$ cat config.mk
export PLATFORM = sky130hd
export DESIGN_NAME = psg_tone_noise_generator
export DESIGN_NICKNAME = d
export VERILOG_FILES = /design/src/design/psg_pkg.sv /design/src/design/psg_tone_noise_generator.sv /design/src/design/psg_div.sv /design/src/design/psg_mul.sv
export SDC_FILE = /design/constraint.sdc
export NUM_CORES = 2
export LEC_CHECK = 0
export BUFFER_PORTS_ARGS = -buffer_cell sky130_fd_sc_hd__buf_4
export CAP_MARGIN = 25
export CORE_MARGIN = 5
export CORE_UTILIZATION = 44
export CTS_BUF_LIST = sky130_fd_sc_hd__clkbuf_8
export DETAILED_ROUTE_END_ITERATION = 10
export HOLD_SLACK_MARGIN = 0.15
export PLACE_DENSITY_LB_ADDON = 0.1
export SLEW_MARGIN = 20
export SYNTH_ARGS = -nofsm -noshare
export SYNTH_HDL_FRONTEND = slang
export SYNTH_HIERARCHICAL = 1
export SYNTH_SLANG_ARGS = --single-unit
$ cat constraint.sdc
create_clock -name i_clk -period 21 [get_ports i_clk]
set_input_delay 2.1 -clock i_clk [delete_from_list [all_inputs] [get_ports i_clk]]
set_output_delay 2.1 -clock i_clk [all_outputs]
set_load 0.05 [all_outputs]
$ cat src/design/psg_pkg.sv
package psg_pkg;

    localparam int TONE_CHANNELS = 3;

    localparam int STEP_W  = 16;
    localparam int REG_W   = 10;
    localparam int GAIN_W  = 14;
    localparam int PER_W   = 27;
    localparam int LEFT_W  = 17;
    localparam int OPA_W   = 30;
    localparam int OPB_W   = 17;
    localparam int PROD_W  = OPA_W + OPB_W;
    localparam int SUM_W   = PROD_W + 2;
    localparam int LFSR_W  = 16;
    localparam int FB_W    = 17;
    localparam int Y_W     = 40;

    localparam logic [1:0] MODE_TONE  = 2'd0;
    localparam logic [1:0] MODE_NOISE = 2'd1;
    localparam logic [1:0] MODE_TICK  = 2'd2;

    localparam logic CFG_UPDATE_STEP = 1'b0;
    localparam logic CFG_DC_POLE     = 1'b1;

    localparam logic [STEP_W-1:0] UPDATE_STEP_RST = 16'd15052;
    localparam logic [STEP_W-1:0] DC_POLE_RST     = 16'd65443;

    localparam logic [FB_W-1:0]   FB_WHITE    = 17'h14002;
    localparam logic [FB_W-1:0]   FB_PERIODIC = 17'h08000;
    localparam logic [LFSR_W-1:0] LFSR_PRESET = 16'h0f35;
    localparam logic [LEFT_W-1:0] ONE_STEP    = 17'h10000;

    function automatic logic [GAIN_W-1:0] vol_gain(input logic [3:0] v);
        logic [GAIN_W-1:0] g;
        case (v)
            4'd0:    g = 14'd10922;
            4'd1:    g = 14'd8675;
            4'd2:    g = 14'd6891;
            4'd3:    g = 14'd5473;
            4'd4:    g = 14'd4348;
            4'd5:    g = 14'd3453;
            4'd6:    g = 14'd2743;
            4'd7:    g = 14'd2179;
            4'd8:    g = 14'd1731;
            4'd9:    g = 14'd1374;
            4'd10:   g = 14'd1092;
            4'd11:   g = 14'd867;
            4'd12:   g = 14'd689;
            4'd13:   g = 14'd547;
            4'd14:   g = 14'd434;
            default: g = 14'd0;
        endcase
        return g;
    endfunction

    // clamp to [0, 0x7fff0000] and keep the integer part
    function automatic logic [14:0] clamp_sum(input logic signed [SUM_W-1:0] s);
        logic [14:0] r;
        if (s < 0) begin
            r = '0;
        end else if (s > $signed({{(SUM_W-32){1'b0}}, 32'h7fff0000})) begin
            r = 15'h7fff;
        end else begin
            r = s[30:16];
        end
        return r;
    endfunction

endpackage

$ cat src/design/psg_tone_noise_generator.sv
// Programmable sound generator: square-wave tone channels plus an LFSR noise
// channel, mixed and DC-blocked into one signed 16-bit sample per tick.
// Input channel (i_valid / o_stall, payload i_mode, i_data): mode 0 writes a
// tone-port byte, mode 1 a noise-port byte, mode 2 asks for one sample, mode 3
// is dropped. Output channel (o_valid / i_stall, payload o_sample) gives one
// beat per tick and nothing for writes.
// A register write is applied in the idle state and leaves the block idle. A
// tick runs on one shared divider (one quotient bit a cycle) and one shared
// registered multiplier: each tone channel is loaded, multiplied and
// accumulated, with a divide between load and multiply when the channel
// wraps; then come noise setup, the noise walk (one step per LFSR event inside
// the sample step plus the last partial step, none while the noise volume or
// the noise period is zero), mixing, the DC blocker and the output register;
// a new beat waits for all of it. Short noise periods make the walk dominate.
// o_stall is high while a tick is in progress. A finished sample waits in a
// holding register until the output register is free, with o_stall held high.
// Synchronous reset restores the state registers and the config values.
// Config writes (i_cfg_we, i_cfg_index, i_cfg_data) belong to idle periods.
module psg_tone_noise_generator #(
    parameter int TONE_CHANNELS = psg_pkg::TONE_CHANNELS
) (
    input  logic                         i_clk,
    input  logic                         i_rst_n,
    input  logic                         i_valid,
    output logic                         o_stall,
    input  logic [1:0]                   i_mode,
    input  logic [7:0]                   i_data,
    output logic                         o_valid,
    input  logic                         i_stall,
    output logic signed [15:0]           o_sample,
    input  logic                         i_cfg_we,
    input  logic                         i_cfg_index,
    input  logic [psg_pkg::STEP_W-1:0]   i_cfg_data
);

    localparam int CH_W   = (TONE_CHANNELS > 1) ? $clog2(TONE_CHANNELS) : 1;
    localparam int PER_W  = psg_pkg::PER_W;
    localparam int LEFT_W = psg_pkg::LEFT_W;
    localparam int OPA_W  = psg_pkg::OPA_W;
    localparam int OPB_W  = psg_pkg::OPB_W;
    localparam int PROD_W = psg_pkg::PROD_W;
    localparam int SUM_W  = psg_pkg::SUM_W;
    localparam int Y_W    = psg_pkg::Y_W;

    typedef enum logic [3:0] {
        S_IDLE, S_T_LOAD, S_T_DIV, S_T_MUL, S_T_ACC, S_N_INIT, S_N_RUN,
        S_N_MUL, S_N_ACC, S_D_LO, S_D_HI, S_D_FIN, S_OUT
    } t_state;

    t_state r_state;

    logic [psg_pkg::STEP_W-1:0] r_step;
    logic [psg_pkg::STEP_W-1:0] r_pole;

    logic [psg_pkg::REG_W-1:0]  r_freq [2][3];
    logic [2:0]                 r_latch [2];
    logic [1:0]                 r_nmode;

    logic [PER_W-1:0]           r_tper  [TONE_CHANNELS];
    logic [PER_W-1:0]           r_tcnt  [TONE_CHANNELS];
    logic                       r_tlvl  [TONE_CHANNELS];
    logic [psg_pkg::GAIN_W-1:0] r_tgain [TONE_CHANNELS];

    logic [PER_W-1:0]           r_ntone2;
    logic [PER_W-1:0]           r_nper;
    logic [PER_W-1:0]           r_ncnt;
    logic [psg_pkg::LFSR_W-1:0] r_lfsr;
    logic [psg_pkg::FB_W-1:0]   r_fb;
    logic                       r_nlvl;
    logic [psg_pkg::GAIN_W-1:0] r_ngain;

    logic [15:0]                r_xprev;
    logic signed [Y_W-1:0]      r_yprev;

    logic [CH_W-1:0]            r_ch;
    logic [LEFT_W-1:0]          r_negc;
    logic signed [OPA_W-1:0]    r_val;
    logic signed [SUM_W-1:0]    r_sum;
    logic [14:0]                r_tone_x;
    logic [15:0]                r_x;
    logic [LEFT_W-1:0]          r_left;
    logic [LEFT_W-1:0]          r_vol;
    logic signed [PROD_W-1:0]   r_plo;

    logic                       r_valid;
    logic signed [15:0]         r_sample;
    logic [15:0]                r_hold;

    // ---------------- register writes ----------------
    logic                       in_acc;
    logic                       wr_port;
    logic                       wr_latch;
    logic [2:0]                 wr_r;
    logic                       wr_is_freq;
    logic [1:0]                 wr_fi;
    logic [psg_pkg::REG_W-1:0]  wr_old;
    logic [psg_pkg::REG_W-1:0]  wr_new;
    logic [25:0]                wr_prod;
    logic [PER_W-1:0]           wr_per;
    logic [PER_W-1:0]           nm_per;

    assign in_acc     = i_valid && !o_stall;
    assign wr_port    = i_mode[0];
    assign wr_latch   = i_data[7];
    assign wr_r       = wr_latch ? i_data[6:4] : r_latch[wr_port];
    assign wr_is_freq = !wr_r[0] && (wr_r != 3'd6);
    assign wr_fi      = wr_r[2:1];
    assign wr_old     = r_freq[wr_port][(wr_fi == 2'd3) ? 2'd0 : wr_fi];
    assign wr_new     = wr_latch ? {wr_old[9:4], i_data[3:0]}
                                 : {i_data[5:0], wr_old[3:0]};
    assign wr_prod    = r_step * wr_new;
    assign wr_per     = (wr_prod == '0) ? PER_W'(r_step) : PER_W'(wr_prod);

    always_comb begin
        case (i_data[1:0])
            2'd0:    nm_per = PER_W'({r_step, 5'd0});
            2'd1:    nm_per = PER_W'({r_step, 6'd0});
            2'd2:    nm_per = PER_W'({r_step, 7'd0});
            default: nm_per = {r_ntone2[PER_W-2:0], 1'b0};
        endcase
    end

    // ---------------- tone channel step ----------------
    logic                      div_start;
    logic                      div_done;
    logic [LEFT_W-1:0]         div_q;
    logic [PER_W-1:0]          div_rem;

    logic [PER_W-1:0]          t_c0;
    logic [PER_W-1:0]          t_p;
    logic                      t_old;
    logic signed [PER_W+1:0]   t_c;
    logic [LEFT_W:0]           t_qp;
    logic [PER_W:0]            t_mp;
    logic [PER_W:0]            t_acc;
    logic                      t_odd;
    logic                      t_new;
    logic [PER_W-1:0]          t_cnew;
    logic signed [OPA_W-1:0]   t_val;

    assign t_c0  = r_tcnt[r_ch];
    assign t_p   = r_tper[r_ch];
    assign t_old = r_tlvl[r_ch];
    assign t_c   = $signed({2'b00, t_c0}) - $signed((PER_W+2)'(psg_pkg::ONE_STEP));

    // wrap count m = q + 1; m*p follows from the remainder without a multiply
    assign t_qp  = {1'b0, r_negc} - (LEFT_W+1)'(div_rem);
    assign t_mp  = (PER_W+1)'(t_qp) + {1'b0, t_p};
    assign t_odd = !div_q[0];
    assign t_new = t_old ^ t_odd;
    assign t_cnew = t_p - div_rem;

    always_comb begin
        t_acc = t_odd ? (PER_W+1)'(t_qp >> 1) : (t_mp >> 1);
        if (t_new && t_odd) begin
            t_acc = t_acc + {1'b0, t_p};
        end
        t_val = (t_old ? $signed(OPA_W'(t_c0)) : '0) + $signed(OPA_W'(t_acc))
              - (t_new ? $signed(OPA_W'(t_cnew)) : '0);
    end

    assign div_start = (r_state == S_T_LOAD) && (t_c <= 0) && (t_p != '0);

    psg_div u_div (
        .i_clk      (i_clk),
        .i_rst_n    (i_rst_n),
        .i_start    (div_start),
        .i_dividend (LEFT_W'(-t_c)),
        .i_divisor  (t_p),
        .o_done     (div_done),
        .o_quot     (div_q),
        .o_rem      (div_rem)
    );

    // ---------------- noise walk ----------------
    logic [LEFT_W-1:0]          n_ne;
    logic [PER_W-1:0]           n_cnt1;
    logic [psg_pkg::FB_W-1:0]   n_lfsr_x;
    logic [psg_pkg::LFSR_W-1:0] n_lfsr1;
    logic [LEFT_W-1:0]          n_left1;

    assign n_ne     = (r_ncnt < PER_W'(r_left)) ? LEFT_W'(r_ncnt) : r_left;
    assign n_cnt1   = r_ncnt - PER_W'(n_ne);
    assign n_lfsr_x = r_lfsr[0] ? ({1'b0, r_lfsr} ^ r_fb) : {1'b0, r_lfsr};
    assign n_lfsr1  = n_lfsr_x[psg_pkg::FB_W-1:1];
    assign n_left1  = r_left - n_ne;

    // ---------------- shared multiplier ----------------
    logic signed [OPA_W-1:0]  mul_a;
    logic signed [OPB_W-1:0]  mul_b;
    logic signed [PROD_W-1:0] mul_p;

    always_comb begin
        case (r_state)
            S_T_MUL: begin
                mul_a = r_val;
                mul_b = $signed(OPB_W'(r_tgain[r_ch]));
            end
            S_N_MUL: begin
                mul_a = $signed(OPA_W'(r_vol));
                mul_b = $signed(OPB_W'(r_ngain));
            end
            S_D_LO: begin
                mul_a = $signed(OPA_W'(r_yprev[19:0]));
                mul_b = $signed(OPB_W'(r_pole));
            end
            S_D_HI: begin
                mul_a = OPA_W'($signed(r_yprev[Y_W-1:20]));
                mul_b = $signed(OPB_W'(r_pole));
            end
            default: begin
                mul_a = '0;
                mul_b = '0;
            end
        endcase
    end

    psg_mul u_mul (
        .i_clk  (i_clk),
        .i_a    (mul_a),
        .i_b    (mul_b),
        .o_prod (mul_p)
    );

    // ---------------- mixing and DC blocker ----------------
    logic [14:0]              n_x15;
    logic [15:0]              mix_x;
    logic signed [57:0]       d_tot;
    logic signed [41:0]       d_fb;
    logic signed [16:0]       d_dx;
    logic signed [43:0]       d_y44;
    logic signed [Y_W-1:0]    d_y;
    logic [41:0]              d_mag;
    logic [25:0]              d_rnd;
    logic [15:0]              d_sample;

    assign n_x15 = psg_pkg::clamp_sum(SUM_W'(mul_p));
    assign mix_x = ({1'b0, r_tone_x} + {1'b0, n_x15}) >> 1;

    always_comb begin
        d_tot = ($signed({{(58-PROD_W){mul_p[PROD_W-1]}}, mul_p}) <<< 20)
              + $signed({{(58-PROD_W){r_plo[PROD_W-1]}}, r_plo})
              + 58'sd32768;
        d_fb  = 42'(d_tot >>> 16);
        d_dx  = $signed({1'b0, r_x}) - $signed({1'b0, r_xprev});
        d_y44 = $signed({{11{d_dx[16]}}, d_dx, 16'd0}) + $signed({{2{d_fb[41]}}, d_fb});
        if (d_y44 > $signed(44'sh07F_FFFF_FFFF)) begin
            d_y = {1'b0, {(Y_W-1){1'b1}}};
        end else if (d_y44 < -$signed(44'sh080_0000_0000)) begin
            d_y = {1'b1, {(Y_W-1){1'b0}}};
        end else begin
            d_y = Y_W'(d_y44);
        end
        // round half away from zero
        d_mag = d_y[Y_W-1] ? 42'(-$signed({{2{d_y[Y_W-1]}}, d_y}))
                           : 42'($signed({{2{d_y[Y_W-1]}}, d_y}));
        d_rnd = 26'((d_mag + 42'd32768) >> 16);
        if (!d_y[Y_W-1]) begin
            d_sample = (d_rnd > 26'd32767) ? 16'h7fff : d_rnd[15:0];
        end else begin
            d_sample = (d_rnd > 26'd32768) ? 16'h8000 : 16'(-d_rnd[15:0]);
        end
    end

    // ---------------- state and registers ----------------
    always_ff @(posedge i_clk) begin
        if (!i_rst_n) begin
            r_state <= S_IDLE;
            r_step  <= psg_pkg::UPDATE_STEP_RST;
            r_pole  <= psg_pkg::DC_POLE_RST;
            for (int p = 0; p < 2; p++) begin
                r_latch[p] <= '0;
                for (int k = 0; k < 3; k++) begin
                    r_freq[p][k] <= '0;
                end
            end
            r_nmode <= '0;
            for (int k = 0; k < TONE_CHANNELS; k++) begin
                r_tper[k]  <= PER_W'(psg_pkg::UPDATE_STEP_RST);
                r_tcnt[k]  <= PER_W'(psg_pkg::UPDATE_STEP_RST);
                r_tlvl[k]  <= 1'b0;
                r_tgain[k] <= '0;
            end
            r_ntone2 <= PER_W'(psg_pkg::UPDATE_STEP_RST);
            r_nper   <= PER_W'(psg_pkg::UPDATE_STEP_RST);
            r_ncnt   <= PER_W'(psg_pkg::UPDATE_STEP_RST);
            r_lfsr   <= '0;
            r_fb     <= '0;
            r_nlvl   <= 1'b0;
            r_ngain  <= '0;
            r_xprev  <= '0;
            r_yprev  <= '0;
            r_ch     <= '0;
            r_valid  <= 1'b0;
        end else begin
            if (i_cfg_we) begin
                if (i_cfg_index == psg_pkg::CFG_UPDATE_STEP) begin
                    r_step <= i_cfg_data;
                end else begin
                    r_pole <= i_cfg_data;
                end
            end

            if (r_valid && !i_stall && (r_state != S_OUT)) begin
                r_valid <= 1'b0;
            end

            case (r_state)
                S_IDLE: begin
                    if (in_acc && (i_mode == psg_pkg::MODE_TICK)) begin
                        r_ch    <= '0;
                        r_sum   <= '0;
                        r_state <= S_T_LOAD;
                    end else if (in_acc && ((i_mode == psg_pkg::MODE_TONE)
                                         || (i_mode == psg_pkg::MODE_NOISE))) begin
                        if (wr_latch) begin
                            r_latch[wr_port] <= wr_r;
                        end
                        if (wr_is_freq) begin
                            r_freq[wr_port][wr_fi] <= wr_new;
                            if (!wr_port) begin
                                if (32'(wr_fi) < TONE_CHANNELS) begin
                                    r_tper[wr_fi[CH_W-1:0]] <= wr_per;
                                end
                            end else if (wr_fi == 2'd2) begin
                                r_ntone2 <= wr_per;
                                if (r_nmode == 2'd3) begin
                                    r_nper <= {wr_per[PER_W-2:0], 1'b0};
                                end
                            end
                        end else if (wr_latch && (wr_r == 3'd6)) begin
                            if (wr_port) begin
                                r_nmode <= i_data[1:0];
                                r_fb    <= i_data[2] ? psg_pkg::FB_WHITE
                                                     : psg_pkg::FB_PERIODIC;
                                r_nper  <= nm_per;
                                r_lfsr  <= psg_pkg::LFSR_PRESET;
                                r_nlvl  <= psg_pkg::LFSR_PRESET[0];
                            end
                        end else if (wr_latch) begin
                            if (!wr_port && (32'(wr_fi) < TONE_CHANNELS)) begin
                                r_tgain[wr_fi[CH_W-1:0]] <= psg_pkg::vol_gain(i_data[3:0]);
                            end else if (wr_port && (wr_fi == 2'd3)) begin
                                r_ngain <= psg_pkg::vol_gain(i_data[3:0]);
                            end
                        end
                    end
                end
                S_T_LOAD: begin
                    r_negc <= LEFT_W'(-t_c);
                    if (t_c > 0) begin
                        r_tcnt[r_ch] <= PER_W'(t_c);
                        r_val        <= t_old ? $signed(OPA_W'(psg_pkg::ONE_STEP)) : '0;
                        r_state      <= S_T_MUL;
                    end else if (t_p == '0) begin
                        // stuck channel: count stops at zero, level holds
                        r_tcnt[r_ch] <= '0;
                        r_val        <= t_old ? $signed(OPA_W'(t_c0)) : '0;
                        r_state      <= S_T_MUL;
                    end else begin
                        r_state <= S_T_DIV;
                    end
                end
                S_T_DIV: begin
                    if (div_done) begin
                        r_tcnt[r_ch] <= t_cnew;
                        r_tlvl[r_ch] <= t_new;
                        r_val        <= t_val;
                        r_state      <= S_T_MUL;
                    end
                end
                S_T_MUL: begin
                    r_state <= S_T_ACC;
                end
                S_T_ACC: begin
                    if (32'(r_ch) == TONE_CHANNELS - 1) begin
                        r_tone_x <= psg_pkg::clamp_sum(r_sum + SUM_W'(mul_p));
                        r_state  <= S_N_INIT;
                    end else begin
                        r_sum   <= r_sum + SUM_W'(mul_p);
                        r_ch    <= r_ch + 1'b1;
                        r_state <= S_T_LOAD;
                    end
                end
                S_N_INIT: begin
                    r_left <= psg_pkg::ONE_STEP;
                    if (r_ngain == '0) begin
                        r_vol   <= '0;
                        r_state <= S_N_MUL;
                    end else if (r_nper == '0) begin
                        r_vol   <= r_nlvl ? psg_pkg::ONE_STEP : '0;
                        r_state <= S_N_MUL;
                    end else begin
                        r_vol   <= '0;
                        r_state <= S_N_RUN;
                    end
                end
                S_N_RUN: begin
                    if (r_nlvl) begin
                        r_vol <= r_vol + n_ne;
                    end
                    if (n_cnt1 == '0) begin
                        r_lfsr <= n_lfsr1;
                        r_nlvl <= n_lfsr1[0];
                        r_ncnt <= r_nper;
                    end else begin
                        r_ncnt <= n_cnt1;
                    end
                    r_left <= n_left1;
                    if (n_left1 == '0) begin
                        r_state <= S_N_MUL;
                    end
                end
                S_N_MUL: begin
                    r_state <= S_N_ACC;
                end
                S_N_ACC: begin
                    r_x     <= mix_x;
                    r_state <= S_D_LO;
                end
                S_D_LO: begin
                    r_state <= S_D_HI;
                end
                S_D_HI: begin
                    r_plo   <= mul_p;
                    r_state <= S_D_FIN;
                end
                S_D_FIN: begin
                    r_xprev <= r_x;
                    r_yprev <= d_y;
                    r_hold  <= d_sample;
                    r_state <= S_OUT;
                end
                S_OUT: begin
                    // hold the sample until the output register is free
                    if (!r_valid || !i_stall) begin
                        r_valid  <= 1'b1;
                        r_sample <= $signed(r_hold);
                        r_state  <= S_IDLE;
                    end
                end
                default: begin
                    r_state <= S_IDLE;
                end
            endcase
        end
    end

    assign o_stall  = (r_state != S_IDLE);
    assign o_valid  = r_valid;
    assign o_sample = r_sample;

endmodule

$ cat src/design/psg_div.sv
module psg_div (
    input  logic                        i_clk,
    input  logic                        i_rst_n,
    input  logic                        i_start,
    input  logic [psg_pkg::LEFT_W-1:0]  i_dividend,
    input  logic [psg_pkg::PER_W-1:0]   i_divisor,
    output logic                        o_done,
    output logic [psg_pkg::LEFT_W-1:0]  o_quot,
    output logic [psg_pkg::PER_W-1:0]   o_rem
);

    localparam int CNT_W = $clog2(psg_pkg::LEFT_W + 1);

    logic                        r_busy;
    logic                        r_done;
    logic [CNT_W-1:0]            r_cnt;
    logic [psg_pkg::LEFT_W-1:0]  r_dvd;
    logic [psg_pkg::LEFT_W-1:0]  r_quot;
    logic [psg_pkg::PER_W-1:0]   r_rem;
    logic [psg_pkg::PER_W-1:0]   r_dvs;
    logic [psg_pkg::PER_W:0]     trial;
    logic                        fits;

    assign trial = {r_rem, r_dvd[psg_pkg::LEFT_W-1]};
    assign fits  = trial >= {1'b0, r_dvs};

    always_ff @(posedge i_clk) begin
        if (!i_rst_n) begin
            r_busy <= 1'b0;
            r_done <= 1'b0;
            r_cnt  <= '0;
        end else begin
            r_done <= 1'b0;
            if (i_start) begin
                r_busy <= 1'b1;
                r_cnt  <= CNT_W'(psg_pkg::LEFT_W);
            end else if (r_busy) begin
                r_cnt <= r_cnt - 1'b1;
                if (r_cnt == CNT_W'(1)) begin
                    r_busy <= 1'b0;
                    r_done <= 1'b1;
                end
            end
        end
    end

    // one quotient bit per cycle
    always_ff @(posedge i_clk) begin
        if (i_start) begin
            r_dvd  <= i_dividend;
            r_dvs  <= i_divisor;
            r_rem  <= '0;
            r_quot <= '0;
        end else if (r_busy) begin
            r_dvd  <= {r_dvd[psg_pkg::LEFT_W-2:0], 1'b0};
            r_quot <= {r_quot[psg_pkg::LEFT_W-2:0], fits};
            r_rem  <= fits ? psg_pkg::PER_W'(trial - {1'b0, r_dvs})
                           : psg_pkg::PER_W'(trial);
        end
    end

    assign o_done = r_done;
    assign o_quot = r_quot;
    assign o_rem  = r_rem;

endmodule

$ cat src/design/psg_mul.sv
module psg_mul (
    input  logic                              i_clk,
    input  logic signed [psg_pkg::OPA_W-1:0]  i_a,
    input  logic signed [psg_pkg::OPB_W-1:0]  i_b,
    output logic signed [psg_pkg::PROD_W-1:0] o_prod
);

    logic signed [psg_pkg::PROD_W-1:0] r_prod;

    always_ff @(posedge i_clk) begin
        r_prod <= i_a * i_b;
    end

    assign o_prod = r_prod;

endmodule
==> results.py <==
metrics = {
    "global_route": {
        "grt_max_degree": 84,
        "grt_pass1_vias": 62820,
        "grt_first_pass_wirelength_um": 378700,
        "globalRouteTotalUtil_pct": 26.07,
        "antenna_found_initial": 6,
        "gr-total-overflow": 0,
    },
    "layout": {
        "design_area_sq_um": 85820,
        "regArea_sq_um": 24000,
        "drive_above_1_share_pct": 7.885,
        "fin_nets": 9741,
        "postLayoutCoreUtil_pct": 48.05,
        "area_growth_pct": 8.408,
        "multi_input_area_sq_um": 50200,
        "fillers": 17142,
    },
    "power": {
        "vdd_ir_drop_max_uv": 234.2,
        "powerDensity_nw_per_um2": 153.9,
        "total_leakage_power_nw": 36.94,
    },
    "sta": {
        "max_slew.worst_pin.slew_ns": 1.099,
        "skew_ns": 0.05600,
        "whs_ns": 0.4154,
        "fmax_mhz": 89.13,
        "setup_viol": 0,
        "max_slew_margin_pct": 26.16,
        "worst_slack_ns": 9.780,
        "rsz0062_at_grt": "false",
        "timing.setup.tns_ns": 0,
        "min_period_over_period_pct": 53.43,
        "fin_crit_ns": 11.22,
        "slew_viol_final": 0,
        "hold_viol_final": 0,
    },
    "setup_path": {
        "crit_start": "i_mode[0]",
        "r2r_cells": 35,
        "reg2reg_slack_ns": 10.04,
        "crit_type": "primary input to flip-flop",
        "cp_max_fo": 17,
        "critPathCaptureType": "flip-flop",
        "cp_slowest_cell": "o21ai_1",
        "rr_startpoint": "r_plo[23]",
        "cp_slowest_stage_delay_ns": 0.60,
        "worst_ep_required_time_ns": 21.83,
        "arrival_ns": 12.05,
        "crit_path_start_kind": "primary input",
    },
    "die": {
        "fp.dieW_um": 434.2,
        "core-area_sq_um": 178600,
        "rows": 155,
        "ios": 50,
        "dieArea_sq_um": 188500,
        "start_util_pct": 44.32,
        "die_h_um": 434.2,
    },
    "clocking": {
        "cts_inserted_buffers": 168,
        "cts_sinks": 897,
        "post_cts_resized": 0,
        "cts-root-buf": "clkbuf_8",
        "post_cts_buffers": 0,
        "clk_pin_slew_ns": 0.06,
        "clock_latency_ns": 0.93,
        "cts_hold_repair.buffers": 0,
        "htreeDepth": 4,
        "cts_tree": "done",
        "cts_buffer_depth": 3,
    },
    "routing": {
        "ant_nets": 0,
        "wire_per_inst_um": 22.39,
        "drtPass1Iterations": 8,
        "num_vias": 62466,
        "dr.first_iter.drc_count": 4763,
        "drc": 0,
        "viasPerCell": 5.661,
        "routed_wl_um": 247000,
    },
    "hold_path": {
        "hp-class": "flip-flop to flip-flop",
        "min_path_cells": 0,
        "min_from": "r_hold[9]",
    },
    "placement": {
        "place.detailed.hpwl_um": 184900,
        "globalplace.congestion": 0.8989,
        "pre_cts_ws_ns": 8.842,
        "placed_area_sq_um": 82300,
        "io_buffers": 49,
    },
    "status": {
        "outcome": "finished, final reports clean",
    },
    "yosys": {
        "synthCells": 8522,
        "synthesis.area_sq_um": 79170,
        "yosysWarningCount": 6,
        "syn_avg_cell_area_sq_um": 9.290,
    },
    "run": {
        "maxCapViolCount": 0,
    },
}
[state kept, by name, indices dropped and copies added (netlist names), 17 cells and up, named ones only]
register and count:
r_left 17, r_ntone2 26, u_div/r_dvd 17, r_nper 26
r_vol 17, r_sum 49, r_tper 104, u_div/r_dvs 27
r_tcnt 108, r_freq 60, r_negc 17, u_mul/o_prod 47
r_val 30, r_yprev 40, u_div/o_rem 27, r_ncnt 27
r_plo 32, r_tgain 56
[layout by cell type (no fill, tap or decap), types with 49 or more instances in the layout]
cell and count:
a21oi_1 477, a211oi_1 98, a22oi_1 61, a31oi_1 52, and2_1 325, fa_1 640, clkbuf_8 187, ha_1 539
conb_1 49, mux2_2 62, dfxtp_1 292, a21o_1 117, nor3_1 127, o21ai_0 348, nand2b_1 81, buf_4 179
nand3_1 154, mux2i_1 61, inv_1 1051, mux4_2 70, xnor2_1 264, and3_1 53, edfxtp_1 603, nor4_1 52
nand2_1 957, nor2_1 741, nor2b_1 92, xor2_1 130
[area by class of cell]
class	count	area share (%)
tap	2355	3.433
clock inverter	128	1.026
sequential	897	27.97
multi-input combinational	6270	58.49
clock buffer	187	2.999
timing repair buffer	185	1.661
inverter	1008	4.412
antenna	5	0.01458
[per-layer routing]
layer  part of all wire [%]  wire length (um)  global-route usage [%]  vias up
met5                 0.0053                13                       0        -
met2                     48            118700                   43.96     1675
met4                    3.0              7432                   7.925        2
li1                       -                 -                       -    29126
met1                     43            107300                   34.57    31291
met3                    5.5             13520                   4.212      372
[path summary, 6_finish.rpt]
path / endpoint
max: r_nper[6]
min: o_sample[9]
max reg2reg: r_hold[11]
min reg2reg: o_sample[9]
[worst max-delay path, delay by kind of cell]
kind / cells / cell delay (ns)
AND/OR/NAND/NOR: 8 / 2.39
buffers and inverters: 5 / 1.06
XOR/XNOR: 1 / 0.48
AO/OA/AOI/OAI: 12 / 3.24
multiplexers: 1 / 0.15
adder cells (fa/ha/maj): 6 / 2.54
[metrics by stage]
step | cells | total power [mW]
finish | 11035 | 13.21
floorplan | 8570 | 8.969
detailed placement | 10711 | 11.30
CTS | 11026 | 13.16
global placement | 10707 | 11.21
global route | 11035 | 14.33
[power by group]
part           internal [mW]  switching (mW)  leakage (nW)  total [mW]
Combinational           3.41            5.69          26.9        9.10
Sequential              2.17           0.165          8.10        2.33
Clock                  0.942           0.834          1.94        1.78
Power figures use the tool's default switching activity.
